--- src/hdl/cfl_pkg.sv ---
// shared types, constants and helpers for the courant timestep reduction
package cfl_pkg;

    localparam int FRAC_BITS = 16;
    localparam int WORD_W = 32;

    // dividend must hold gamma * pressure and a speed shifted by the fraction
    localparam int GP_W = 19 + WORD_W;
    localparam int SPD_W = WORD_W + 1;
    localparam int DIV_W = (GP_W > SPD_W + FRAC_BITS) ? GP_W : SPD_W + FRAC_BITS;
    localparam int DIV_CW = $clog2(DIV_W + 1);

    // integer square root works on an even number of bits
    localparam int SQ_IN_W = WORD_W + FRAC_BITS;
    localparam int SQ_W = ((SQ_IN_W + 1) / 2) * 2;
    localparam int SQ_STEPS = SQ_W / 2;

    localparam int FIFO_DEPTH = 2;
    localparam int FIFO_AW = $clog2(FIFO_DEPTH);
    localparam int FIFO_CW = $clog2(FIFO_DEPTH + 1);

    localparam logic [WORD_W-1:0] SAT_WORD = '1;

    localparam int CFG_AW = 3;
    typedef enum logic [CFG_AW-1:0] {
        REG_DIMS     = 3'd0,
        REG_GEOM_Y   = 3'd1,
        REG_GEOM_Z   = 3'd2,
        REG_GAMMA    = 3'd3,
        REG_COURANT  = 3'd4,
        REG_TIME_NOW = 3'd5
    } reg_idx_t;

    localparam logic [2:0] GEOM_CURV_MAX = 3'd2;
    localparam logic [2:0] GEOM_SPHERE = 3'd5;
    localparam logic [1:0] DIMS_ONE = 2'd1;
    localparam logic [1:0] DIMS_TWO = 2'd2;
    localparam logic [1:0] DIMS_THREE = 2'd3;

    localparam logic [WORD_W-1:0] DIMS_RST = 32'd1;
    localparam logic [WORD_W-1:0] GAMMA_RST = 32'd109227;
    localparam logic [WORD_W-1:0] COURANT_RST = 32'd16384;

    typedef struct packed {
        logic [1:0]  dims;
        logic [2:0]  geom_y;
        logic [2:0]  geom_z;
        logic [18:0] gamma;
        logic [16:0] courant;
        logic [31:0] time_now;
    } cfg_t;

    typedef struct packed {
        logic [31:0]        pressure;
        logic [31:0]        density;
        logic signed [31:0] vel_x;
        logic signed [31:0] vel_y;
        logic signed [31:0] vel_z;
        logic [31:0]        width_x;
        logic [31:0]        width_y;
        logic [31:0]        width_z;
        logic [31:0]        radius_center;
        logic [16:0]        sin_polar;
        logic               last;
    } in_item_t;

    typedef struct packed {
        logic [31:0] timestep;
        logic [31:0] max_rate;
        logic        too_small;
    } out_item_t;

    // classified cell: payload plus what the back end has to do with it
    typedef struct packed {
        in_item_t   item;
        logic [1:0] n_dims;
        logic       scale_y_rad;
        logic       scale_z_rad;
        logic       scale_z_sin;
    } cmd_t;

    typedef struct packed {
        logic              start;
        logic [DIV_W-1:0]  dividend;
        logic [WORD_W-1:0] divisor;
    } div_req_t;

    typedef struct packed {
        logic              done;
        logic [WORD_W-1:0] quot;
    } div_rsp_t;

    typedef enum logic [3:0] {
        B_IDLE,
        B_MULG,
        B_DIVQ_GO,
        B_DIVQ_WAIT,
        B_SQRT,
        B_DIM,
        B_SCALE_RAD,
        B_SCALE_SIN,
        B_RATE_GO,
        B_RATE_WAIT,
        B_TS_GO,
        B_TS_WAIT,
        B_OUT
    } back_state_t;

    // (a * b) >> FRAC_BITS saturated to a word
    function automatic logic [WORD_W-1:0] mulq_sat(input logic [2*WORD_W-1:0] prod);
        logic [2*WORD_W-FRAC_BITS-1:0] sh;
        sh = prod[2*WORD_W-1:FRAC_BITS];
        if (sh[2*WORD_W-FRAC_BITS-1:WORD_W] != '0)
            return SAT_WORD;
        return sh[WORD_W-1:0];
    endfunction

    function automatic logic [SPD_W-1:0] abs_vel(input logic signed [31:0] v);
        if (v[31])
            return SPD_W'(33'h1_0000_0000 - {1'b0, v});
        return {1'b0, v};
    endfunction

endpackage

--- src/hdl/cfl_front.sv ---
// front end: takes cells and tags them with the work for each dimension
module cfl_front (
    input  logic              clk,
    input  logic              rst_n,
    input  cfl_pkg::cfg_t     cfg,
    input  logic              push,
    input  cfl_pkg::in_item_t in_item,
    output logic              full,
    output logic              cmd_valid,
    output cfl_pkg::cmd_t     cmd,
    input  logic              cmd_full
);
    import cfl_pkg::*;

    logic valid_reg, valid_next;
    cmd_t cmd_reg, cmd_next;
    logic take;
    logic [1:0] nd;

    assign full = valid_reg && cmd_full;
    assign take = push && !full;
    assign cmd_valid = valid_reg;
    assign cmd = cmd_reg;

    always_comb
    begin
        case (cfg.dims)
            DIMS_ONE: nd = DIMS_ONE;
            DIMS_TWO: nd = DIMS_TWO;
            default:  nd = DIMS_THREE;
        endcase
    end

    always_comb
    begin
        valid_next = valid_reg;
        cmd_next = cmd_reg;
        if (valid_reg && !cmd_full)
        begin
            valid_next = 1'b0;
        end
        if (take)
        begin
            valid_next = 1'b1;
            cmd_next.item = in_item;
            cmd_next.n_dims = nd;
            cmd_next.scale_y_rad = (cfg.geom_y > GEOM_CURV_MAX);
            cmd_next.scale_z_rad = (cfg.geom_z > GEOM_CURV_MAX);
            cmd_next.scale_z_sin = (cfg.geom_z == GEOM_SPHERE);
        end
    end

    always_ff @(posedge clk or negedge rst_n)
    begin
        if (!rst_n)
        begin
            valid_reg <= 1'b0;
        end
        else
        begin
            valid_reg <= valid_next;
        end
    end

    always_ff @(posedge clk)
    begin
        cmd_reg <= cmd_next;
    end

endmodule

--- config.mk ---
export PLATFORM = sky130hd
export DESIGN_NAME = cfl_front
export DESIGN_NICKNAME = d
export VERILOG_FILES = /design/src/hdl/cfl_pkg.sv /design/src/hdl/cfl_front.sv
export SDC_FILE = /design/constraint.sdc
export NUM_CORES = 1
export LEC_CHECK = 0
export BUFFER_PORTS_ARGS = -buffer_cell sky130_fd_sc_hd__buf_4
export CELL_PAD_IN_SITES_DETAIL_PLACEMENT = 1
export CELL_PAD_IN_SITES_GLOBAL_PLACEMENT = 1
export CORE_AREA = 3 3 274 276
export CTS_CLUSTER_SIZE = 12
export DETAILED_ROUTE_END_ITERATION = 10
export DIE_AREA = 0 0 277 279
export HOLD_SLACK_MARGIN = 0.15
export PLACE_DENSITY_LB_ADDON = 0.25
export SLEW_MARGIN = 20
export SYNTH_ARGS = -nofsm -noshare
export SYNTH_HDL_FRONTEND = slang
export SYNTH_SLANG_ARGS = --single-unit
export TNS_END_PERCENT = 5
--- constraint.sdc ---
create_clock -name clk -period 8.77 [get_ports clk]
set_input_delay 1.754 -clock clk [delete_from_list [all_inputs] [get_ports clk]]
set_output_delay 1.754 -clock clk [all_outputs]
set_load 0.03 [all_outputs]
# Word level (Yosys, flattened, before mapping)
# Cells that the tools add are included.
# W data, S select, Z words.
[word_totals]
ff_bits = 312
out_inout_bits = 313
latchBits = 0
inputBits = 386
mem_count = 0
ram_bits = 0
mem_bits_ro = 0
[op_classes]
eq_ne = 3
shifts = 0
n_mux = 3
div_mod_pow = 0
n_reduce_logical = 6
n_mul = 0
order_cmp = 2
n_addsub = 0
n_bitwise = 0
[op_table]
columns = ["op", "n"]
rows = [
  ["$gt A3 B2 Y1 const B", 2],
  ["$pmux W2 S2", 1],
  ["$eq A3 B3 Y1 const B", 1],
  ["$logic_and A1 B1 Y1", 3],
  ["$eq A2 B1 Y1 const B", 1],
  ["$eq A2 B2 Y1 const B", 1],
  ["$logic_not A1 Y1", 2],
  ["$mux W1", 2],
  ["$reduce_bool A2 Y1", 1],
]

# Logic depth before layout (Yosys ltp)
[depth]
depth_word = 4
ltp_mapped = 1
depth_no_buf = 1

# Worst setup path before layout
# OpenSTA, ideal clock, no wires.
[synth_timing]
kind = "input to register"
from = "in cmd_full"
to = "reg cmd_reg (netlist bit cmd[0]) (enable)"
setup_slack_ns = -2.455
arrival_ns = 10.444
cell_stages = 1
required_time_ns = 7.989
setup_time_ns = 0.781
n_path_buf = 0
cell_sequence = "a21boi_2"
[synth_via]
elab_chain_len = 3
[synth_rtl]
columns = ["item", "line", "text"]
rows = [
  ["from (decl)", "cfl_front.sv:11", "input logic cmd_full"],
  ["$logic_and A1 B1 Y1", "cfl_front.sv:20", "assign full = valid_reg && cmd_full;"],
  ["$logic_not A1 Y1", "cfl_front.sv:21", "assign take = push && !full;"],
  ["$logic_and A1 B1 Y1", "cfl_front.sv:21", ""],
  ["to (signal assigned)", "cfl_front.sv:67", "cmd_reg <= cmd_next;"],
  ["to (decl)", "cfl_front.sv:16", "cmd_t cmd_reg, cmd_next;"],
]
# Every way passes these cells.
# A chain may end at the register's enable or synchronous reset.

# Worst setup path in the final report
[layout_timing]
from = "in cmd_full"
to = "out full"
[layout_via]
elab_chain_len = 1
[layout_rtl]
columns = ["item", "line", "text"]
rows = [
  ["$logic_and A1 B1 Y1", "cfl_front.sv:20", ""],
  ["to (decl)", "cfl_front.sv:8", "output logic full,"],
]
# Every way passes these cells.

==> reports/results.ini <==
[cells_and_area]
syn_to_final_growth_pct = 77.3
fill_cells = 7974
finalNetCount = 1381
diodes = 0
largest_reg_flops = 311
drive_gt1_frac = 0.674

[clocking]
cts_buffers = 41
clkSinkCount = 312
clk_pin_slew_worst_paths_ns = 0.05
postCtsHoldBufs = 0
cts_tree = done
htree_levels = 2
clk_path_buf_depth = 3
cts_setup_buffers = 0
insertion_delay_ns = 0.55
cts_resized = 0
cts-root-buf = clkbuf_16

[yosys]
ys_async_sr_fraction = 0.00321
yosysSeqAreaShare = 0.993
synth-edff-count = 311
netlist_area_um2 = 9430
synth_top_cell_area_share = 0.991
synth_cell_types = 8
ys.flop_type = edfxtp_1
yosys-top-cells-count = edfxtp_1 (311), a21o_1 (2), nand2b_1 (2)
synth_nets = 706
yosys.area.top_type = edfxtp_1
synth_cells = 320
synth_most_common_cell = edfxtp_1
synth_area_leaders = edfxtp_1 (99%), dfrtp_1 (0.27%), a21o_1 (0.16%)
avgSynthCellArea_um2 = 29.5
synth-seq-cells = 312
yosysWarnings = 0

[timing]
timing.final.crit_share = 0.448
setup_tns_ns = 0
max_slew_margin = 0.263
rsz0062_at_grt = no
finalMaxSlewViolations = 0
fin_skew_ns = 0.0129
tightest_slew_ns = 1.11
setup_slack_ns = 4.84
hold_viol = 0
period_minus_slack_ns = 3.93
holdWs_ns = 0.585
finalSetupViolations = 0
max_freq_mhz = 255

[setup_path]
crit_type = input port to primary output
cp_cell_sequence = buf_4, and2_1, buf_4
cp-start-kind = input port
crit_top_cell = buf_4
worst_path_dominant_cell_family = buffers and inverters
critical_path_required_ns = 7.02
critPathMaxFanout = 3
slowest_stage = buf_4
end_kind = primary output
arrival_ns = 2.17
cp_num_buf_inv = 2
slowest_delay_ns = 0.16

[global_routing]
globalRouteMet2Util = 0.156
gr-usage-met1 = 0.0932
grt_max_degree = 161
grt_pass1_vias = 6728
grt_usage = 0.0888
overflow = 0
grt_use_met3 = 0.0431
grt_busiest_layer = met2
antenna_found_initial = 12
grt_first_pass_wirelength_um = 49600

[outcome]
status = complete, no violations

[drt]
drt-total-wl_um = 36400
wl_per_cell_um = 18.3
detail_route.vias_per_cell = 3.01
antenna_left = 0
vias = 5986
drc_errors = 0
dr.pass1.iters = 4
drt_iter0_drc = 310

[worst_hold_path]
hold_class = register to register

[floorplan]
rows = 99
fp.dieW_um = 277
dieArea_um2 = 77300
num_io_pins = 699
core_um2 = 72800
start_util = 0.129
fp.dieH_um = 279

[place]
hpwlAfterDp_um = 28100
portBuffers = 630
place_ws_ns = 4.84
gp_congestion = 0.722

[job]
max-cap-violations = 0

[pwr]
leakage_uw = 0.00669
peakVddDrop_mv = 0.139
power.total_uw = 3860
pwr_density_cell_nw_per_um2 = 231

-- worst reg2reg max path: stages (launching register included) --
cell      delay [ns]
dfrtp_1         0.42
a21boi_4        0.36
buf_12          0.62
-- worst paths after layout --
| kind | from | end | slack, ns | cells after the start |
|---|---|---|---|---|
| hold reg to reg | cmd_valid | cmd_valid | 0.59 | 1 |
| hold / removal | cmd_valid | cmd_valid | 0.59 | 1 |
| setup reg to reg | cmd_valid | cmd[251] | 6.68 | 2 |
| min in group asynchronous | rst_n | cmd_valid | 0.98 | 1 |
| max in group asynchronous | rst_n | cmd_valid | 7.70 | 1 |
| setup / recovery | cmd_full | full | 4.84 | 3 |
-- report_power, final --
group / total, µW / switching [µW] / internal [µW]
clock network: 1640 / 659 / 985
registers: 1770 / 23.5 / 1740
logic: 446 / 262 / 184
total: 3860 / 945 / 2910
-- cells in the final DEF, fill, tap and decap left out, drive strengths merged --
cell,n
and2,1
edfxtp,311
clkinv,16
nand2b,2
a21boi,1
bufinv,3
inv,2
and3b,1
clkbuf,52
a21o,3
buf,632
clkinvlp,2
dfrtp,1
-- per-layer routing --
layer	wire, µm	up-vias
met5	73	-
met4	891	12
met3	3780	61
met2	18900	313
met1	12800	2927
li1	-	2673
-- cell families after synthesis --
group              after synthesis  share of synthesized area
DFF                            312                      0.993
AOI/OAI and AO/OA                4                    0.00372
and+or+nand+nor                  4                    0.00292
-- per-stage QoR --
| stage | area (µm²) | cells | utilization |
|---|---|---|---|
| floorplan | 9430 | 320 | - |
| global placement | 15400 | 1911 | 0.211 |
| detailed placement | 15400 | 1911 | 0.211 |
| CTS | 16700 | 1986 | 0.229 |
| global route | 16700 | 1986 | 0.229 |
| finish | 16700 | 1986 | 0.229 |
-- cell type report --
type | count | area (µm²) | area share
clock buffers | 52 | 1110 | 0.0664
clock inverters | 23 | 200 | 0.0120
multi-input cells | 8 | 70.1 | 0.00419
flip-flops and latches | 312 | 9360 | 0.560
well taps | 959 | 1200 | 0.0718
repair buffers | 632 | 4770 | 0.285
No activity file was read; power rests on OpenSTA's default activity.
