**config.mk**
```make
export PLATFORM = sky130hd
export DESIGN_NAME = cfl_div
export DESIGN_NICKNAME = d
export VERILOG_FILES = /design/src/hdl/cfl_pkg.sv /design/src/hdl/cfl_div.sv
export SDC_FILE = /design/constraint.sdc
export NUM_CORES = 1
export LEC_CHECK = 0
export ABC_AREA = 1
export BUFFER_PORTS_ARGS = -buffer_cell sky130_fd_sc_hd__buf_2
export CAP_MARGIN = 10
export CORE_MARGIN = 2
export CORE_UTILIZATION = 58
export DETAILED_ROUTE_END_ITERATION = 10
export PLACE_DENSITY = 0.81
export SYNTH_ARGS = -nofsm -noshare
export SYNTH_HDL_FRONTEND = slang
export SYNTH_SLANG_ARGS = --single-unit
```
**constraint.sdc**
```tcl
create_clock -name clk -period 3.6 [get_ports clk]
set_input_delay 0.54 -clock clk [delete_from_list [all_inputs] [get_ports clk]]
set_output_delay 0.54 -clock clk [all_outputs]
set_load 0.005 [all_outputs]
```
**src/hdl/cfl_pkg.sv**
```systemverilog
// shared types, constants and helpers for the courant timestep reduction
package cfl_pkg;

    localparam int FRAC_BITS = 16;
    localparam int WORD_W = 32;

    // dividend must hold gamma * pressure and a speed shifted by the fraction
    localparam int GP_W = 19 + WORD_W;
    localparam int SPD_W = WORD_W + 1;
    localparam int DIV_W = (GP_W > SPD_W + FRAC_BITS) ? GP_W : SPD_W + FRAC_BITS;
    localparam int DIV_CW = $clog2(DIV_W + 1);

    // integer square root works on an even number of bits
    localparam int SQ_IN_W = WORD_W + FRAC_BITS;
    localparam int SQ_W = ((SQ_IN_W + 1) / 2) * 2;
    localparam int SQ_STEPS = SQ_W / 2;

    localparam int FIFO_DEPTH = 2;
    localparam int FIFO_AW = $clog2(FIFO_DEPTH);
    localparam int FIFO_CW = $clog2(FIFO_DEPTH + 1);

    localparam logic [WORD_W-1:0] SAT_WORD = '1;

    localparam int CFG_AW = 3;
    typedef enum logic [CFG_AW-1:0] {
        REG_DIMS     = 3'd0,
        REG_GEOM_Y   = 3'd1,
        REG_GEOM_Z   = 3'd2,
        REG_GAMMA    = 3'd3,
        REG_COURANT  = 3'd4,
        REG_TIME_NOW = 3'd5
    } reg_idx_t;

    localparam logic [2:0] GEOM_CURV_MAX = 3'd2;
    localparam logic [2:0] GEOM_SPHERE = 3'd5;
    localparam logic [1:0] DIMS_ONE = 2'd1;
    localparam logic [1:0] DIMS_TWO = 2'd2;
    localparam logic [1:0] DIMS_THREE = 2'd3;

    localparam logic [WORD_W-1:0] DIMS_RST = 32'd1;
    localparam logic [WORD_W-1:0] GAMMA_RST = 32'd109227;
    localparam logic [WORD_W-1:0] COURANT_RST = 32'd16384;

    typedef struct packed {
        logic [1:0]  dims;
        logic [2:0]  geom_y;
        logic [2:0]  geom_z;
        logic [18:0] gamma;
        logic [16:0] courant;
        logic [31:0] time_now;
    } cfg_t;

    typedef struct packed {
        logic [31:0]        pressure;
        logic [31:0]        density;
        logic signed [31:0] vel_x;
        logic signed [31:0] vel_y;
        logic signed [31:0] vel_z;
        logic [31:0]        width_x;
        logic [31:0]        width_y;
        logic [31:0]        width_z;
        logic [31:0]        radius_center;
        logic [16:0]        sin_polar;
        logic               last;
    } in_item_t;

    typedef struct packed {
        logic [31:0] timestep;
        logic [31:0] max_rate;
        logic        too_small;
    } out_item_t;

    // classified cell: payload plus what the back end has to do with it
    typedef struct packed {
        in_item_t   item;
        logic [1:0] n_dims;
        logic       scale_y_rad;
        logic       scale_z_rad;
        logic       scale_z_sin;
    } cmd_t;

    typedef struct packed {
        logic              start;
        logic [DIV_W-1:0]  dividend;
        logic [WORD_W-1:0] divisor;
    } div_req_t;

    typedef struct packed {
        logic              done;
        logic [WORD_W-1:0] quot;
    } div_rsp_t;

    typedef enum logic [3:0] {
        B_IDLE,
        B_MULG,
        B_DIVQ_GO,
        B_DIVQ_WAIT,
        B_SQRT,
        B_DIM,
        B_SCALE_RAD,
        B_SCALE_SIN,
        B_RATE_GO,
        B_RATE_WAIT,
        B_TS_GO,
        B_TS_WAIT,
        B_OUT
    } back_state_t;

    // (a * b) >> FRAC_BITS saturated to a word
    function automatic logic [WORD_W-1:0] mulq_sat(input logic [2*WORD_W-1:0] prod);
        logic [2*WORD_W-FRAC_BITS-1:0] sh;
        sh = prod[2*WORD_W-1:FRAC_BITS];
        if (sh[2*WORD_W-FRAC_BITS-1:WORD_W] != '0)
            return SAT_WORD;
        return sh[WORD_W-1:0];
    endfunction

    function automatic logic [SPD_W-1:0] abs_vel(input logic signed [31:0] v);
        if (v[31])
            return SPD_W'(33'h1_0000_0000 - {1'b0, v});
        return {1'b0, v};
    endfunction

endpackage

```
**src/hdl/cfl_div.sv**
```systemverilog
// restoring divider, one quotient bit per cycle, saturated word result
module cfl_div (
    input  logic              clk,
    input  logic              rst_n,
    input  cfl_pkg::div_req_t req,
    output cfl_pkg::div_rsp_t rsp
);
    import cfl_pkg::*;

    logic [WORD_W-1:0] rem_reg, rem_next;
    logic [DIV_W-1:0] dvd_reg, dvd_next;
    logic [WORD_W-1:0] dvs_reg, dvs_next;
    logic [DIV_CW-1:0] cnt_reg, cnt_next;
    logic done_reg, done_next;
    logic [WORD_W:0] trial;
    logic fits;

    assign trial = {rem_reg, dvd_reg[DIV_W-1]};
    assign fits = (trial >= {1'b0, dvs_reg});

    always_comb
    begin
        rem_next = rem_reg;
        dvd_next = dvd_reg;
        dvs_next = dvs_reg;
        cnt_next = cnt_reg;
        done_next = 1'b0;
        if (req.start)
        begin
            rem_next = '0;
            dvd_next = req.dividend;
            dvs_next = req.divisor;
            cnt_next = DIV_CW'(DIV_W);
        end
        else if (cnt_reg != '0)
        begin
            // quotient bits shift in where the dividend shifts out
            rem_next = fits ? WORD_W'(trial - {1'b0, dvs_reg}) : trial[WORD_W-1:0];
            dvd_next = {dvd_reg[DIV_W-2:0], fits};
            cnt_next = cnt_reg - 1'b1;
            done_next = (cnt_reg == DIV_CW'(1));
        end
    end

    always_ff @(posedge clk or negedge rst_n)
    begin
        if (!rst_n)
        begin
            cnt_reg <= '0;
            done_reg <= 1'b0;
        end
        else
        begin
            cnt_reg <= cnt_next;
            done_reg <= done_next;
        end
    end

    always_ff @(posedge clk)
    begin
        rem_reg <= rem_next;
        dvd_reg <= dvd_next;
        dvs_reg <= dvs_next;
    end

    assign rsp.done = done_reg;
    assign rsp.quot = (dvd_reg[DIV_W-1:WORD_W] != '0) ? SAT_WORD : dvd_reg[WORD_W-1:0];

endmodule

```
## After elaboration in Yosys (flattened, before gate mapping)

Cells that the tools add are included.

- Latch bits: 0
- Memories kept: 0
- Output and inout bits: 33
- Memory bits (read-only): 0
- Bits in writable memories: 0
- Input port bits: 86
- Flip-flop bits (word level): 122

- Add/sub/neg operators: 2
- $lt $le $gt $ge: 1
- Reductions and logical operators: 3
- Bitwise logic cells: 0
- Eq/ne operators: 1
- Multipliers: 0
- Shift operators: 0
- Divide/modulo/power cells: 0
- Mux-type cells: 8

Operator list:

| operator | number |
|---|---|
| $mux W51 | 2 |
| $mux W32 | 2 |
| $ge A33 B32 Y1 | 1 |
| $sub A32 B32 Y32 | 1 |
| $reduce_bool A19 Y1 | 1 |
| $mux W6 | 2 |
| $eq A6 B1 Y1 const B | 1 |
| $reduce_bool A6 Y1 | 1 |
| $sub A6 B1 Y6 const B | 1 |
| $mux W1 | 2 |
| $reduce_bool A2 Y1 | 1 |

## Logic depth before layout (Yosys ltp)

- Depth after elaboration: 3
- Gate-level depth with buffers: 16

## Worst setup path after synthesis

No wires, ideal clock.

- Path kind: reg-to-reg
- From: register cnt_reg[0]
- To: register dvd_reg[0] (enable)
- Buffers on the path: 1
- Required time: 3,164 ps
- Stages on the path, launching flop included: 9
- Path slack: 421 ps
- Clock period less this slack: 3,179 ps
- Arrival: 2,743 ps
- Path through: dfrtp_1 -> inv_1 -> ha_1 -> nand3_1 -> inv_1 -> nand2_1 -> nor2_2 -> inv_1 -> clkbuf_1

- Longest elaborated chain between the ends: 2

RTL lines:

| element | line | text |
|---|---|---|
| from (decl) | cfl_div.sv:13 | `logic [DIV_CW-1:0] cnt_reg, cnt_next;` |
| from (signal assigned) | cfl_div.sv:54 | `cnt_reg <= cnt_next;` |
| $reduce_bool A6 Y1 | cfl_div.sv:35 | `else if (cnt_reg != '0)` |
| $reduce_bool A2 Y1 (no line) | - |  |
| to (signal assigned) | cfl_div.sv:62 | `dvd_reg <= dvd_next;` |
| to (decl) | cfl_div.sv:11 | `logic [DIV_W-1:0] dvd_reg, dvd_next;` |

No other way between the ends.
A chain may end at the register's enable or synchronous reset.

==> PnR_summary.wiki <==
{| class="wikitable"
! Metric !! Value
|-
| Outcome || finished, final reports clean
|-
| Reg2Reg Launch Point || dvs_reg[28]
|-
| Number of nets at the end of the flow || 1318
|-
| Max VDD drop || 623 uV
|-
| Placement-stage worst setup slack || 1.06 ns
|-
| Placed Cells incl. Taps || 1353
|-
| Fillers || 1149
|-
| Full die area || 14300 um2
|-
| Ranking of synthesized cells by instance count || 413 x nand2_1, 201 x inv_1, 83 x edfxtp_1
|-
| Final antenna-violating net count || 0
|-
| CP required || 3.06 ns
|-
| Fin crit period || 2.78 ns
|-
| Yosys Warn Count || 0
|-
| Hold-critical path depth || 1
|-
| Die Y || 120 um
|-
| # diodes || 0
|-
| Signed area change from the synthesized netlist to the final layout || 17.7%
|-
| Max reg flops || 51
|-
| Leakage power total || 4.73 nW
|-
| Count of pins on the block boundary || 119
|-
| Register clock-pin slew on the reported worst setup and hold paths || 0.06 ns
|-
| Effective utilization at floorplan || 58.9%
|-
| Asr flop ratio synth || 5.74%
|-
| Number of register bits inferred by synthesis || 122
|-
| WL final || 18800 um
|-
| Share of cells above drive strength 1 || 14.5%
|-
| Arrival time of the worst setup path || 2.24 ns
|-
| Highest clock rate || 360 MHz
|-
| Relative slew slack || 20.8%
|-
| EDFF count, synth || 83
|-
| Worst Setup Path Type || reg2out
|-
| Setup_tns || 0 ns
|-
| Final critical-path share of the clock period || 77.1%
|-
| Synthesized netlist cell count || 1082
|-
| Placeable Area || 13100 um2
|-
| Detailed placer's ending HPWL || 13300 um
|-
| Inserted Clock Buffers || 17
|-
| Number of buffers on the longest clock path || 2
|-
| Average footprint of a synthesized cell || 7.15 um2
|-
| Count of max-cap constraint violations || 0
|-
| Initial DRC count || 648
|-
| Overall global routing resource usage || 27.4%
|-
| Core Rows || 42
|-
| Pins Over Slew Limit || 0
|-
| Setup slack on the worst flop-to-flop path || 1.00 ns
|-
| Predominant post-synthesis flop cell || edfxtp_1
|-
| CTS H-tree lvls || 4
|-
| Vias in the first global route || 6680
|-
| Worst min-delay path class || in2reg
|-
| Maximum clock skew at final layout || 0.00855 ns
|-
| Initial DRT Pass Iterations || 5
|-
| Share of total power consumed by net switching || 37.5%
|-
| Final weighted congestion of routability-driven global placement || 1.01
|-
| Final Util || 69.4%
|-
| Worst setup EP type || output pin
|-
| Crit start category || flip-flop
|-
| Number of antenna violations at the first check in global routing || 0
|-
| Area share of the largest cell type after synthesis || 32.2%
|-
| Critical-path cell list || nor4_1 > nand4_1 > nor4_4 > buf_4 > nand2_1 > buf_2
|-
| Net count after synthesis || 1203
|-
| Via count || 7074
|-
| Buffers and inverters on the worst path || 2
|-
| Setup repair after global routing missed its margin || no
|-
| Clock latency on the worst-skew pair || 0.43 ns
|-
| Part of the Yosys area used for sequential elements || 42.7%
|-
| Leading post-synthesis cells by cell area || edfxtp_1 32%, nand2_1 20%, inv_1 9.7%, dfxtp_1 8.3%, ha_1 5.5%
|-
| CP delay by family, top || simple AND/OR/NAND/NOR gates
|-
| Sinks on the clock net || 122
|-
| Syn Std Cell Area || 7740 um2
|-
| Library cell with the highest instance count after synthesis || nand2_1
|-
| Pin count of the biggest net entering global routing || 69
|-
| Via density || 5.10
|-
| Crit-path max FO || 32
|-
| Die X || 120 um
|-
| Post-detailed-route DRC marker count || 0
|-
| Global-route wire length before repair || 30900 um
|-
| Number of distinct library cells after synthesis || 39
|-
| Clock Tree Root || clkbuf_16
|-
| Slowest stage cell on the critical path || edfxtp_1
|-
| Gr ovfl total || 0
|-
| Min-delay src || req[0]
|-
| Part of the total power dissipated in the clock network || 30.8%
|-
| Placement Cell Area || 8470 um2
|-
| Worst setup margin || 0.823 ns
|-
| Worst reg2reg path depth || 11
|-
| Yosys top cell by area || edfxtp_1
|-
| Design Area, Final || 9110 um2
|-
| Reg-to-Reg End || rem_reg[17]
|-
| Internal || 3.72 mW
|-
| Proportion of power drawn by combinational gates || 38.1%
|-
| Non-filler instance count after layout || 1386
|-
| Actual transition at the worst max-transition pin || 1.19 ns
|-
| Detailed-route wire length per cell || 13.6 um
|-
| Biggest cell delay along the critical path || 0.38 ns
|-
| Number of buffers added on ports || 118
|-
| Register share of total power || 31.1%
|-
| Cell Pwr Density || 652 nW/um2
|-
| Power dissipated by switching net loads || 2.23 mW
|-
| Number of endpoints failing setup at the final stage || 0
|-
| Buffer count from post-CTS setup fixing || 0
|-
| CTS tree || done
|-
| Terminating pin of the worst hold path || dvs_reg[0]
|-
| Hold violation total from the final report || 0
|}
-- metal layers --
| metal | GRT usage [%] | vias to the layer above | share of wire, % |
|---|---|---|---|
| li1 | - | 3603 | - |
| met1 | 34.1 | 3230 | 45 |
| met2 | 46.7 | 199 | 48 |
| met3 | 6.37 | 42 | 5.0 |
| met4 | 9.56 | 0 | 2.3 |
| met5 | 0 | - | 0 |
-- placed cells by master (no fill, tap or decap), types with 4 or more instances in the layout --
cell type / count
nand4_1: 4
nor3_1: 4
edfxtp_1: 83
ha_1: 34
clkinv_1: 4
nor4_1: 5
nand3_1: 77
buf_4: 6
clkbuf_16: 17
o21ai_0: 39
xnor2_1: 13
dfrtp_1: 7
dfxtp_1: 32
o21ai_1: 15
inv_1: 200
buf_2: 117
inv_2: 7
nand3b_1: 21
a21oi_1: 25
nand2_1: 413
nor2_1: 45
o21bai_1: 5
bufinv_16: 4
-- worst reg2reg max path: stages (launching register included) --
cell      delay, ns
edfxtp_1       0.37
inv_1          0.07
ha_1           0.27
a21oi_1        0.20
nand2_1        0.10
a21oi_1        0.19
nand2_1        0.12
a21oi_4        0.46
nand2_4        0.36
nand2_1        0.20
nand3_1        0.09
o21ai_1        0.12
-- area by class of cell --
type                            count  area, um2  area share, %
Sequential cell                   122       3310           36.3
Timing Repair Buffer              125        661           7.25
Clock buffer                       18        439           4.82
Inverter                          210        788           8.65
Multi-Input combinational cell    721       3500           38.5
Tap cell                          176        220           2.42
Clock inverter                     14        193           2.11
-- logic make-up after synthesis --
group / synth area share, %
adder cells (fa/ha/maj): 5.75
AO/OA/AOI/OAI: 6.16
flip-flops: 42.7
AND/OR/NAND/NOR: 31.7
buffers and inverters: 12.1
XOR/XNOR: 1.58
-- worst max path at each step --
stage	startpoint	end	slack (ns)	cells past startpoint
finish	dvd_reg[43]	rsp[0]	0.82	6
global route	dvd_reg[43]	rsp[0]	0.71	6
CTS	dvd_reg[43]	rsp[29]	0.86	6
detailed placement	dvs_reg[17]	rem_reg[17]	1.06	11
global placement	dvs_reg[17]	rem_reg[17]	1.09	11
floorplan	cnt_reg[0]	dvd_reg[0]	0.42	8
-- power groups by stage --
| stage | Sequential, mW | Clock (mW) | Combinational (mW) |
|---|---|---|---|
| finish | 1.85 | 1.83 | 2.26 |
| global route | 1.87 | 1.91 | 2.58 |
| CTS | 1.84 | 1.85 | 2.24 |
| detailed placement | 1.87 | 0 | 2.21 |
| global placement | 1.86 | 0 | 2.18 |
| floorplan | 1.84 | 0 | 1.77 |
-- stage by stage --
step	hold WS [ns]	power [mW]
finish	0.283	5.94
global route	0.269	6.36
CTS	0.274	5.94
detailed placement	0.379	4.08
global placement	0.378	4.04
floorplan	0.244	3.61
-- timing repair --
action                    4_1_cts  5_1_grt
resized for setup               0        0
hold buffers                    1        0
hold endpoints to repair        7        0
No activity file was read; power rests on OpenSTA's default activity.
