--- config.mk ---
export PLATFORM = sky130hd
export DESIGN_NAME = cfl_fifo
export DESIGN_NICKNAME = d
export VERILOG_FILES = /design/src/hdl/cfl_pkg.sv /design/src/hdl/cfl_fifo.sv
export SDC_FILE = /design/constraint.sdc
export NUM_CORES = 1
export LEC_CHECK = 0
export ABC_AREA = 1
export BUFFER_PORTS_ARGS = -buffer_cell sky130_fd_sc_hd__buf_2
export CORE_AREA = 2 2 247 249
export CTS_CLUSTER_SIZE = 10
export DETAILED_ROUTE_END_ITERATION = 8
export DIE_AREA = 0 0 249 251
export PLACE_DENSITY_LB_ADDON = 0.12
export SLEW_MARGIN = 20
export SYNTH_ARGS = -nofsm -noshare
export SYNTH_HDL_FRONTEND = slang
export SYNTH_SLANG_ARGS = --single-unit
--- constraint.sdc ---
create_clock -name clk -period 37.8 [get_ports clk]
set_input_delay 3.78 -clock clk [delete_from_list [all_inputs] [get_ports clk]]
set_output_delay 3.78 -clock clk [all_outputs]
set_load 0.02 [all_outputs]
--- src/hdl/cfl_pkg.sv ---
// shared types, constants and helpers for the courant timestep reduction
package cfl_pkg;

    localparam int FRAC_BITS = 16;
    localparam int WORD_W = 32;

    // dividend must hold gamma * pressure and a speed shifted by the fraction
    localparam int GP_W = 19 + WORD_W;
    localparam int SPD_W = WORD_W + 1;
    localparam int DIV_W = (GP_W > SPD_W + FRAC_BITS) ? GP_W : SPD_W + FRAC_BITS;
    localparam int DIV_CW = $clog2(DIV_W + 1);

    // integer square root works on an even number of bits
    localparam int SQ_IN_W = WORD_W + FRAC_BITS;
    localparam int SQ_W = ((SQ_IN_W + 1) / 2) * 2;
    localparam int SQ_STEPS = SQ_W / 2;

    localparam int FIFO_DEPTH = 2;
    localparam int FIFO_AW = $clog2(FIFO_DEPTH);
    localparam int FIFO_CW = $clog2(FIFO_DEPTH + 1);

    localparam logic [WORD_W-1:0] SAT_WORD = '1;

    localparam int CFG_AW = 3;
    typedef enum logic [CFG_AW-1:0] {
        REG_DIMS     = 3'd0,
        REG_GEOM_Y   = 3'd1,
        REG_GEOM_Z   = 3'd2,
        REG_GAMMA    = 3'd3,
        REG_COURANT  = 3'd4,
        REG_TIME_NOW = 3'd5
    } reg_idx_t;

    localparam logic [2:0] GEOM_CURV_MAX = 3'd2;
    localparam logic [2:0] GEOM_SPHERE = 3'd5;
    localparam logic [1:0] DIMS_ONE = 2'd1;
    localparam logic [1:0] DIMS_TWO = 2'd2;
    localparam logic [1:0] DIMS_THREE = 2'd3;

    localparam logic [WORD_W-1:0] DIMS_RST = 32'd1;
    localparam logic [WORD_W-1:0] GAMMA_RST = 32'd109227;
    localparam logic [WORD_W-1:0] COURANT_RST = 32'd16384;

    typedef struct packed {
        logic [1:0]  dims;
        logic [2:0]  geom_y;
        logic [2:0]  geom_z;
        logic [18:0] gamma;
        logic [16:0] courant;
        logic [31:0] time_now;
    } cfg_t;

    typedef struct packed {
        logic [31:0]        pressure;
        logic [31:0]        density;
        logic signed [31:0] vel_x;
        logic signed [31:0] vel_y;
        logic signed [31:0] vel_z;
        logic [31:0]        width_x;
        logic [31:0]        width_y;
        logic [31:0]        width_z;
        logic [31:0]        radius_center;
        logic [16:0]        sin_polar;
        logic               last;
    } in_item_t;

    typedef struct packed {
        logic [31:0] timestep;
        logic [31:0] max_rate;
        logic        too_small;
    } out_item_t;

    // classified cell: payload plus what the back end has to do with it
    typedef struct packed {
        in_item_t   item;
        logic [1:0] n_dims;
        logic       scale_y_rad;
        logic       scale_z_rad;
        logic       scale_z_sin;
    } cmd_t;

    typedef struct packed {
        logic              start;
        logic [DIV_W-1:0]  dividend;
        logic [WORD_W-1:0] divisor;
    } div_req_t;

    typedef struct packed {
        logic              done;
        logic [WORD_W-1:0] quot;
    } div_rsp_t;

    typedef enum logic [3:0] {
        B_IDLE,
        B_MULG,
        B_DIVQ_GO,
        B_DIVQ_WAIT,
        B_SQRT,
        B_DIM,
        B_SCALE_RAD,
        B_SCALE_SIN,
        B_RATE_GO,
        B_RATE_WAIT,
        B_TS_GO,
        B_TS_WAIT,
        B_OUT
    } back_state_t;

    // (a * b) >> FRAC_BITS saturated to a word
    function automatic logic [WORD_W-1:0] mulq_sat(input logic [2*WORD_W-1:0] prod);
        logic [2*WORD_W-FRAC_BITS-1:0] sh;
        sh = prod[2*WORD_W-1:FRAC_BITS];
        if (sh[2*WORD_W-FRAC_BITS-1:WORD_W] != '0)
            return SAT_WORD;
        return sh[WORD_W-1:0];
    endfunction

    function automatic logic [SPD_W-1:0] abs_vel(input logic signed [31:0] v);
        if (v[31])
            return SPD_W'(33'h1_0000_0000 - {1'b0, v});
        return {1'b0, v};
    endfunction

endpackage

--- src/hdl/cfl_fifo.sv ---
// short command queue between the front and back ends
module cfl_fifo (
    input  logic          clk,
    input  logic          rst_n,
    input  logic          wr_en,
    input  cfl_pkg::cmd_t wr_data,
    output logic          full,
    input  logic          rd_en,
    output cfl_pkg::cmd_t rd_data,
    output logic          empty
);
    import cfl_pkg::*;

    cmd_t mem_reg [FIFO_DEPTH];
    logic [FIFO_AW-1:0] wr_ptr_reg, wr_ptr_next;
    logic [FIFO_AW-1:0] rd_ptr_reg, rd_ptr_next;
    logic [FIFO_CW-1:0] count_reg, count_next;
    logic do_wr, do_rd;

    assign full = (count_reg == FIFO_CW'(FIFO_DEPTH));
    assign empty = (count_reg == '0);
    assign do_wr = wr_en && !full;
    assign do_rd = rd_en && !empty;
    assign rd_data = mem_reg[rd_ptr_reg];

    always_comb
    begin
        wr_ptr_next = wr_ptr_reg;
        rd_ptr_next = rd_ptr_reg;
        count_next = count_reg;
        if (do_wr)
        begin
            wr_ptr_next = (wr_ptr_reg == FIFO_AW'(FIFO_DEPTH - 1)) ? '0 : wr_ptr_reg + 1'b1;
        end
        if (do_rd)
        begin
            rd_ptr_next = (rd_ptr_reg == FIFO_AW'(FIFO_DEPTH - 1)) ? '0 : rd_ptr_reg + 1'b1;
        end
        if (do_wr && !do_rd)
        begin
            count_next = count_reg + 1'b1;
        end
        else if (do_rd && !do_wr)
        begin
            count_next = count_reg - 1'b1;
        end
    end

    always_ff @(posedge clk or negedge rst_n)
    begin
        if (!rst_n)
        begin
            wr_ptr_reg <= '0;
            rd_ptr_reg <= '0;
            count_reg <= '0;
        end
        else
        begin
            wr_ptr_reg <= wr_ptr_next;
            rd_ptr_reg <= rd_ptr_next;
            count_reg <= count_next;
        end
    end

    always_ff @(posedge clk)
    begin
        if (do_wr)
        begin
            mem_reg[wr_ptr_reg] <= wr_data;
        end
    end

endmodule

=== Word-level counts from Yosys, hierarchy flattened ===
Memory sizes are Yosys's and may differ from the RTL's.
Cells that the tools add are included.

* Equal/unequal tests: 1
* Multiplexer cells: 6
* Add/subtract/negate cells: 4
* Reduce and logical (&&, ||, !) cells: 10

{| class="wikitable"
|+ Operator list
! cell !! number
|-
| $logic_and 1x1->1 || 4
|-
| $logic_not 1->1 || 4
|-
| $mux 1 || 4
|-
| $mux 2 || 2
|-
| $add 1x1->1 const B || 2
|-
| $add 2x1->2 const B || 1
|-
| $eq 2x2->1 const B || 1
|-
| $logic_not 2->1 || 1
|-
| $reduce_bool 2->1 || 1
|-
| $sub 2x1->2 const B || 1
|}

* Memory bits (writable): 622
* Memories kept: 1
* Logic and storage cells: 25
* Flip-flop bits (word level): 4

{| class="wikitable"
|+ Memories
! memory !! words !! width !! rd ports !! clocked after Yosys merged registers in !! wr ports !! line !! text
|-
| mem_reg || 2 || 311 || 1 || 0 || 1 || cfl_fifo.sv:14 || <nowiki>cmd_t mem_reg [FIFO_DEPTH];</nowiki>
|}

=== Depth between registers and ports, before layout ===
Gate-level depths: netlist (run 1).

* Depth after elaboration: 7
* Depth in mapped cells: 9
* Depth with buffers taken out: 9

=== Worst setup path after synthesis (run 1) ===
Ideal clock, no wire load.

* Kind: input-to-reg
* Start point: input port wr_en
* End point: memory mem_reg[1][0] in the netlist's numbering (enable)
* Stages on the path: 2
* Data arrival time: 16.760 ns
* Data required time: 36.810 ns
* Slack: 20.051 ns
* Path buffers: 0
* Setup time: 0.990 ns
* Cells stage by stage: o21ai_0 -> nor2_1

* Cells in the longest elaborated chain, start to end: 3

{| class="wikitable"
|+ Ends and longest elaborated chain
! what !! line !! text
|-
| start: declaration || cfl_fifo.sv:5 || <nowiki>input logic wr_en,</nowiki>
|-
| $logic_and 1x1->1 || cfl_fifo.sv:22 || <nowiki>assign do_wr = wr_en && !full;</nowiki>
|-
| $mux 1 || cfl_fifo.sv:67 || <nowiki>if (do_wr)</nowiki>
|-
| $mux 1 (implied by the code) || cfl_fifo.sv:69 || <nowiki>mem_reg[wr_ptr_reg] <= wr_data;</nowiki>
|-
| end: declaration || cfl_fifo.sv:14 ||
|}

No other way between the ends.

==> results.toml, run 1 <==
[timing]
finalHoldViolations = 0
setup_viol = 0
finalCriticalPeriod_ns = 7.235
fin_setup_tns_ns = 0
fmaxAchievable_mhz = 138.2
slew_headroom_pct = 24.39
final.period_utilization_pct = 19.14
worst_pin_slew_ns = 1.134
hold_ws_ns = 0.4807
rsz0062_at_grt = "false"
slew_viol_final = 0
fin_worst_skew_ns = 0.01365

[cells_and_area]
largest_reg_flops = 622
multi_input_area_um2 = 3608
synthToLayoutAreaGrowth_pct = 25.01
final_cells = 3117
drive_gt1_share_pct = 31.28
regArea_um2 = 18780
finalNetCount = 2619
fillerInstances = 5362

[synthesis]
yosysTopAreaCell = "edfxtp_1"
synth_top_area_share_pct = 81.36
synth_seq_cells = 626
syn_nets = 1972
synth_cell_types = 16
seq_area_frac_synth_pct = 81.79
synthCells = 1656
yosys-top-cells-area = "edfxtp_1 81%, nand2_1 15%, buf_6 1.5%"
syn_area_per_cell_um2 = 13.86
yosysWarnings = 0
synth.cell_area_um2 = 22960

[grt]
grt_max_degree = 158
grt_pass1_wl_um = 88380
antenna_found_initial = 30
track_usage_pct = 19.07
overflow = 0
grt_pass1_vias = 14300

[setup_path]
crit_path_max_incr_delay_ns = 0.80
critPathKind = "reg -> out"
critPathTopFamily = "buffers and inverters"
cp.required_ns = 34.02
path_cells = "buf_4 > buf_4 > nand2_1 > nand2_1 > buf_2"
cp_num_buf_inv = 3
cpMaxStageDelayCell = "dfrtp_4"
start_kind = "flip-flop"
crit_arrival_ns = 3.46
critical_path_peak_fanout = 74
cp-end-kind = "output pin"

[floorplanning]
start_util_pct = 38.40
fp.dieH_um = 251
coreArea_um2 = 59790
die_width_um = 249
rows = 90
num_io_pins = 628
die-area_um2 = 62500

[hold_path]
hold_class = "reg -> reg"

[cts]
cts_tree = "built"
clkLatencyLatePin_ns = 0.58
htreeDepth = 3
cts_buffer_depth = 3
clkSinkCount = 626
cts_buffers = 73
cts-root-buf = "clkbuf_16"
clk_pin_slew_ns = 0.05
post_cts_buffers = 0
ctsHoldBuffers = 0
cts_resized = 0

[place]
gp_congestion = 0.8398
hpwl_um = 40550
placedCellCount = 3010
port_buffers = 627

[routing]
drt_iter0_markers = 886
wirelength_um = 60860
antenna_left = 0
firstDrtPassIters = 4
wl_per_cell_um = 19.52
viasPerCell = 4.611
via_count = 14370
post-route-drc-count = 0

[run]
maxCapViolations = 0

[status]
outcome = "finished clean"

[pwr]
leakage_nw = 12.24
peakVddDrop_uv = 57.44
p_per_area_nw_per_um2 = 85.98
## cell families after synthesis
family	after synthesis	synth area share (%)
AOI/OAI and AO/OA	2	0.04360
xor gates and xnor gates	1	0.03816
and+or+nand+nor	949	15.55
adders and majority gates	1	0.05449
buffers and inverters	77	2.523
DFF	626	81.79
## tightest hold or removal path, stage by stage (launching register included)
cell and delay [ns]:
dfrtp_1 0.34, nand2_1 0.05, nand2_1 0.05
## layer usage
metal  up-vias  GRT usage (%)  part of all wire, %
met5         -              0                 0.31
met4        30          7.810                  2.6
met3       119          7.879                  9.5
met2       463          31.68                   50
met1      6869          21.87                   38
li1       6891              -                    -
## synthesized netlist by cell type
cell type,number
nand2_1,942
edfxtp_1,622
buf_2,32
buf_6,31
inv_1,7
buf_4,4
dfrtp_1,4
nor2_1,4
clkbuf_1,2
o21ai_0,2
ha_1,1
inv_4,1
nand3_1,1
nand3b_1,1
nand4_1,1
xnor2_1,1
## report_power, final
part           internal (mW)  switching (mW)  total [mW]
clock network          0.366           0.249       0.615
logic                  0.215           0.649       0.864
registers              0.948          0.0399       0.988
## worst paths after layout
path / to / startpoint / cells after the start / slack (ns)
worst max-delay path: rd_data[114] / rd_ptr_reg / 5 / 30.56
max in group asynchronous: rd_ptr_reg / rst_n / 1 / 34.64
worst min register to register: wr_ptr_reg / wr_ptr_reg / 2 / 0.48
min in group asynchronous: count_reg[1] / rst_n / 1 / 3.00
worst min-delay path: wr_ptr_reg / wr_ptr_reg / 2 / 0.48
worst max register to register: mem_reg[0][55] / count_reg[1] / 7 / 33.97
## through the flow
step / utilization, % / instance area, µm² / setup WS (ns) / power, mW
after floorplan: - / 22960 / 20.05 / 1.621
after global placement: 44.58 / 26660 / 30.48 / 1.882
after detailed placement: 44.58 / 26660 / 30.54 / 1.885
after CTS: 47.93 / 28660 / 30.39 / 2.508
after global routing: 47.98 / 28690 / 30.25 / 2.602
final: 48.00 / 28700 / 30.56 / 2.468
## cells in the final DEF, fill, tap and decap left out, types with 2 or more instances in the layout
| cell | Yosys | routed |
|---|---|---|
| buf_2 | 32 | 627 |
| inv_1 | 7 | 6 |
| inv_6 | 0 | 3 |
| o21ai_0 | 2 | 2 |
| clkbuf_16 | 0 | 75 |
| inv_8 | 0 | 2 |
| diode_2 | 0 | 17 |
| nand2_1 | 942 | 942 |
| edfxtp_1 | 622 | 622 |
| nor2_1 | 4 | 3 |
| buf_4 | 4 | 14 |
| dfrtp_1 | 4 | 3 |
| bufinv_16 | 0 | 2 |
| clkbuf_1 | 2 | 10 |
## layout make-up
type                       count  area share [%]
clock buffer                  85           6.670
multi-input combinational    953           12.57
clock inverter                 5          0.3008
tap                          782           3.409
antenna                       17          0.1482
timing repair buffer         641           11.30
sequential                   626           65.44
inverter                       8          0.1569
Power figures use the tool's default switching activity.
==> inputs of run 2 (changes only) <==
==> constraint.sdc (replaced) <==
create_clock -name clk -period 7.03 [get_ports clk]
set_input_delay 0.703 -clock clk [delete_from_list [all_inputs] [get_ports clk]]
set_output_delay 0.703 -clock clk [all_outputs]
set_load 0.02 [all_outputs]
==> run 2 against run 1 <==
  * Worst setup slack got worse by 28 ns
  * Wire length increased by 4.3%
  * Core utilization increased by 0.11 points
  * Critical endpoint is now rd_data[103]
  * Sequential cell count unchanged
  * Via count increased by 1.5%
  * Sequential share of layout area decreased by 0.15 points
  * Critical path depth unchanged
==> results.toml, run 2 (synthesis results as in run 1) <==
[cts]
cts_buffer_depth = 3
cts-root-buf = "clkbuf_16"
clk_pin_slew_ns = 0.05
cts_resized = 0
clkLatencyLatePin_ns = 0.61
cts_tree = "built"
htreeDepth = 3
clkSinkCount = 626
cts_buffers = 73

[floorplanning]
rows = 90
die-area_um2 = 62500
num_io_pins = 628
fp.dieH_um = 251
die_width_um = 249
coreArea_um2 = 59790
start_util_pct = 38.40

[timing]
final.period_utilization_pct = 64.59
worst_pin_slew_ns = 1.134
rsz0062_at_grt = "false"
fin_worst_skew_ns = 0.01959
finalHoldViolations = 0
finalCriticalPeriod_ns = 4.541
slew_viol_final = 0
fin_setup_tns_ns = 0
fmaxAchievable_mhz = 220.2
slew_headroom_pct = 24.41
setup_viol = 0

[setup_path]
rr_worst_depth = 6
path_cells = "buf_4 > buf_4 > nand2_1 > nand2_1 > buf_2"
start_kind = "flip-flop"
critical_path_peak_fanout = 84
cpMaxStageDelayCell = "dfrtp_4"
cp.required_ns = 6.33
crit_path_max_incr_delay_ns = 1.06
crit_arrival_ns = 3.84
cp-end-kind = "output pin"
critPathKind = "reg -> out"

[grt]
grt_util_met1_pct = 22.11
grt_pass1_vias = 14520
grt_use_met3_pct = 7.455
grt_busiest_layer = "met2"
grt_pass1_wl_um = 90740
overflow = 0
use_met2_pct = 33.73
track_usage_pct = 19.78
antenna_found_initial = 32
grt_max_degree = 167

[routing]
viasPerCell = 4.673
drt_iter0_markers = 847
wirelength_um = 63490
antenna_left = 0
post-route-drc-count = 0
firstDrtPassIters = 5
via_count = 14590
wl_per_cell_um = 20.33

[cells_and_area]
synthToLayoutAreaGrowth_pct = 25.29
final_cell_mix = "942 x nand2_1, 627 x buf_2, 622 x edfxtp_1"
largest_reg_flops = 622
fillerInstances = 5395
drive_gt1_share_pct = 31.06
finalNetCount = 2616
final_cells = 3123
final_common_cell = "nand2_1"

[place]
hpwl_um = 42900
port_buffers = 627
gp_congestion = 0.8946
placedCellCount = 3006

[pwr]
leakage_nw = 12.24
peakVddDrop_uv = 355.9
p_sw_share_pct = 38.22
p_int_mw = 8.209
combinationalPowerShare_pct = 34.4
pwr-share-clk_pct = 25.0
p_sw_mw = 5.078
p_per_area_nw_per_um2 = 461.9
p_seq_share_pct = 40.6

[hold_path]
hold_class = "in -> reg"
hold_depth = 1

[status]
outcome = "finished clean"

[run]
maxCapViolations = 0
==> run 2: cell types whose count changed in the layout (fill, tap and decap cells not counted), moves of 2 or more <==
cell and change:
clkinv_8 +3, clkbuf_1 +4, inv_6 -3, clkinv_1 +2
bufinv_16 -2, buf_4 -8, diode_2 +3, buf_12 +4
==> run 2: through the flow <==
stage / cell area [µm²] / hold slack [ns] / util, % / power, mW / setup slack [ns]
2_1_floorplan: 22970 / 0.4074 / - / 8.504 / 0.9923
5_1_grt: 28750 / 0.2386 / 48.08 / 13.98 / 2.150
3_5_place_dp: 26670 / 0.4794 / 44.61 / 10.12 / 3.065
6_report: 28760 / 0.2791 / 48.10 / 13.29 / 2.489
3_3_place_gp: 26670 / 0.4647 / 44.61 / 10.09 / 3.204
4_1_cts: 28710 / 0.2331 / 48.02 / 13.48 / 2.409
==> run 2: path summary, 6_finish.rpt <==
path	startpoint	end	slack, ns
max	rd_ptr_reg	rd_data[103]	2.49
min	wr_data[113]	mem_reg[0][113]	0.28
max reg2reg	count_reg[1]	mem_reg[0][155]	4.74
min reg2reg	wr_ptr_reg	wr_ptr_reg	0.49
max in group asynchronous	rst_n	rd_ptr_reg	6.35
min in group asynchronous	rst_n	rd_ptr_reg	0.54
==> run 2: final cells by class <==
type                            count  area, µm²  area share (%)
Tap cell                          782      978.4           3.402
Inverter                            8      41.29          0.1435
Antenna cell                       20      50.05          0.1740
Clock inverter                      6      76.32          0.2653
Clock buffer                       90       1954           6.795
Timing Repair Buffer              638       3273           11.38
Sequential cell                   626      18780           65.30
Multi-Input combinational cell    953       3608           12.55
==> run 2: worst max-delay path, delay by kind of cell (launching register included) <==
family / cells / cell delay [ns]
flops: 1 / 1.06
simple gates: 2 / 0.25
buf+inv: 3 / 1.73
==> run 2: repair_timing <==
item	4_1_cts	5_1_grt
hold buffers	1	0
endpoints found under the hold margin	4	0
buffers inserted	0	0
==> run 2: routing by layer <==
layer / share of wire (%) / up-vias
li1: - / 6894
met1: 37 / 7010
met2: 51 / 502
met3: 8.1 / 162
met4: 3.7 / 26
met5: 0.28 / -
==> run 2: power by group through the flow <==
| stage | Sequential, mW | Combinational, mW | Clock, mW |
|---|---|---|---|
| 2_1_floorplan | 5.46 | 3.04 | 0 |
| 3_3_place_gp | 5.45 | 4.64 | 0 |
| 3_5_place_dp | 5.47 | 4.65 | 0 |
| 4_1_cts | 5.39 | 4.67 | 3.42 |
| 5_1_grt | 5.46 | 4.97 | 3.55 |
| 6_report | 5.39 | 4.57 | 3.33 |
==> inputs of run 3 (changes only) <==
--- a/config.mk
+++ b/config.mk
@@ -5,12 +5,12 @@
 export SDC_FILE = /design/constraint.sdc
 export NUM_CORES = 1
 export LEC_CHECK = 0
-export ABC_AREA = 1
+export ABC_AREA = 0
 export BUFFER_PORTS_ARGS = -buffer_cell sky130_fd_sc_hd__buf_2
-export CORE_AREA = 2 2 247 249
+export CORE_AREA = 2 2 243 245
 export CTS_CLUSTER_SIZE = 10
 export DETAILED_ROUTE_END_ITERATION = 8
-export DIE_AREA = 0 0 249 251
+export DIE_AREA = 0 0 245 247
 export PLACE_DENSITY_LB_ADDON = 0.12
 export SLEW_MARGIN = 20
 export SYNTH_ARGS = -nofsm -noshare
==> constraint.sdc (replaced) <==
create_clock -name clk -period 4.55 [get_ports clk]
set_input_delay 0.455 -clock clk [delete_from_list [all_inputs] [get_ports clk]]
set_output_delay 0.455 -clock clk [all_outputs]
set_load 0.02 [all_outputs]
==> run 3 against run 2 <==
  * Combinational power is 66% higher
  * Critical endpoint is now rd_data[3]
  * Count of clock-buffer cells in the layout fell by 1
  * Critical path depth fell by 2
  * Final cell count fell by 18%
  * First-iteration DRC count fell by 30%
==> results.toml, run 3 <==
[grt]
antenna_found_initial = 17
track_usage_pct = 18.06
grt_max_degree = 82
overflow = 0
grt_pass1_vias = 12490
grt_pass1_wl_um = 80160

[cells_and_area]
final_cell_mix = "627 x buf_2, 622 x edfxtp_1, 280 x mux2_4"
utilization_pct = 53.04
final_cells = 2575
finalNetCount = 2088
synthToLayoutAreaGrowth_pct = 28.73
largest_reg_flops = 622
fillerInstances = 4745
final_common_cell = "buf_2"
drive_gt1_share_pct = 58.50

[timing]
fmaxAchievable_mhz = 322.6
setup_viol = 0
finalCriticalPeriod_ns = 3.100
slew_viol_final = 0
final.period_utilization_pct = 68.13
fin_setup_tns_ns = 0
slew_headroom_pct = 39.92
fin_worst_skew_ns = 0.01792
setup_ws_ns = 1.450
finalHoldViolations = 0
worst_pin_slew_ns = 0.8990
rsz0062_at_grt = "false"

[pwr]
peakVddDrop_uv = 420.6
finalPower_mw = 21.02
p_per_area_nw_per_um2 = 680.5
leakage_nw = 12.32

[hold_path]
hold_end = "mem_reg[0][109]"
hold_class = "in -> reg"
min_from = "wr_data[109]"
hold_depth = 1

[routing]
drt_iter0_markers = 596
viasPerCell = 4.734
via_count = 12190
firstDrtPassIters = 6
antenna_left = 0
post-route-drc-count = 0
wl_per_cell_um = 21.93
wirelength_um = 56470

[synthesis]
synthArstFlopShare_pct = 0.6390
syn_nets = 1303
synth_cell_types = 16
synthCells = 987
seq_area_frac_synth_pct = 78.26
synth_top_area_share_pct = 77.84
yosysTopAreaCell = "edfxtp_1"
yosys-top-cells-area = "edfxtp_1 78%, mux2_4 18%, buf_12 1.8%"
yosysWarnings = 0
synth_seq_cells = 626
syn_area_per_cell_um2 = 24.31
synth.cell_area_um2 = 24000
synth_ff_type = "edfxtp_1"
synth-edff-count = 622
yosys-top-cells-count = "622 x edfxtp_1, 280 x mux2_4, 31 x mux2_2"
yosysMostFrequentCell = "edfxtp_1"

[floorplanning]
rows = 89
num_io_pins = 628
die-area_um2 = 60520
fp.dieH_um = 247
start_util_pct = 41.20
coreArea_um2 = 58240
die_width_um = 245

[setup_path]
regToRegStartpoint = "count_reg[0]"
crit_arrival_ns = 2.64
start_kind = "flip-flop"
cp-end-kind = "output pin"
rr_worst_depth = 4
critical_path_peak_fanout = 51
critPathKind = "reg -> out"
rrSetupSlack_ns = 2.22
r2r-end = "mem_reg[0][207]"
startpoint = "rd_ptr_reg"
cp.required_ns = 4.09

[place]
gp_congestion = 0.7814
hpwl_um = 39490
preCtsSetupSlack_ns = 2.044
port_buffers = 627
placedCellCount = 2376

[cts]
clkLatencyLatePin_ns = 0.61
cts_tree = "built"
clk_pin_slew_ns = 0.05
cts-root-buf = "clkbuf_16"
cts_buffers = 74
htreeDepth = 3
cts_resized = 0
clkSinkCount = 626
cts_buffer_depth = 3

[status]
outcome = "finished clean"

[run]
maxCapViolations = 0
[run 3: cell count changes after synthesis, moves of 5 or more]
cell,change
buf_6,-21
nand2_1,-941
mux2_4,+280
mux2_2,+31
inv_1,-5
buf_12,+22
buf_2,-29
[run 3: through the flow]
stage / instance area (µm²) / hold slack [ns]
after detailed placement: 27870 / 0.2703
after global placement: 27870 / 0.2685
after global routing: 30880 / 0.007775
after CTS: 30870 / 0.00006950
final: 30890 / 0.04181
after floorplan: 24020 / 0.1594
[run 3: area by class of cell]
class / count / area (µm²) / area share [%]
multi-input cells: 324 / 4669 / 15.12
clock buffers: 89 / 1929 / 6.246
well taps: 773 / 967.2 / 3.131
repair buffers: 744 / 4374 / 14.16
clock inverters: 10 / 141.4 / 0.4577
inverters: 2 / 7.507 / 0.02430
flip-flops and latches: 626 / 18780 / 60.81
diodes: 7 / 17.52 / 0.05671
[run 3: metal layers]
metal | global-route usage [%] | vias to the layer above | wire length [µm]
li1 | - | 5506 | -
met1 | 20.45 | 6114 | 20920
met2 | 30.69 | 444 | 28520
met3 | 7.434 | 106 | 5402
met4 | 6.492 | 20 | 1501
met5 | 0 | - | 126
[run 3: power breakdown]
part	internal [mW]	total (mW)	leakage (nW)	switching, mW
clock network	2.99	5.17	1.00	2.18
registers	7.88	8.28	5.82	0.399
logic	3.20	7.57	5.50	4.37
[run 3: critical path, cell delays in order (launching register included)]
cell and delay (ns):
dfrtp_4 1.01, buf_12 0.42, mux2_4 0.34, buf_2 0.18
[run 3: timing repair]
item / in CTS / in global routing
endpoints found under the setup margin: 0 / 0
hold buffers: 93 / 0
setup buffers: 0 / 0
endpoints found under the hold margin: 174 / 0
[run 3: cells by family (layout without fill, tap and decap cells)]
family / after synthesis / count (layout) / synth area share (%)
fa+ha+maj: 1 / 1 / 0.05213
simple gates: 6 / 6 / 0.1147
compound gates: 1 / 1 / 0.02084
buf+inv: 37 / 845 / 2.399
flops: 626 / 626 / 78.26
xor+xnor: 5 / 5 / 0.1825
other cells: 0 / 7 / 0
mux: 311 / 311 / 18.97
[run 3: worst max-delay path by stage]
| stage | endpoint | cells past startpoint |
|---|---|---|
| CTS | rd_data[53] | 3 |
| global placement | rd_data[26] | 3 |
| floorplan | mem_reg[0][0] | 3 |
| finish | rd_data[3] | 3 |
| global route | rd_data[57] | 3 |
| detailed placement | rd_data[53] | 3 |
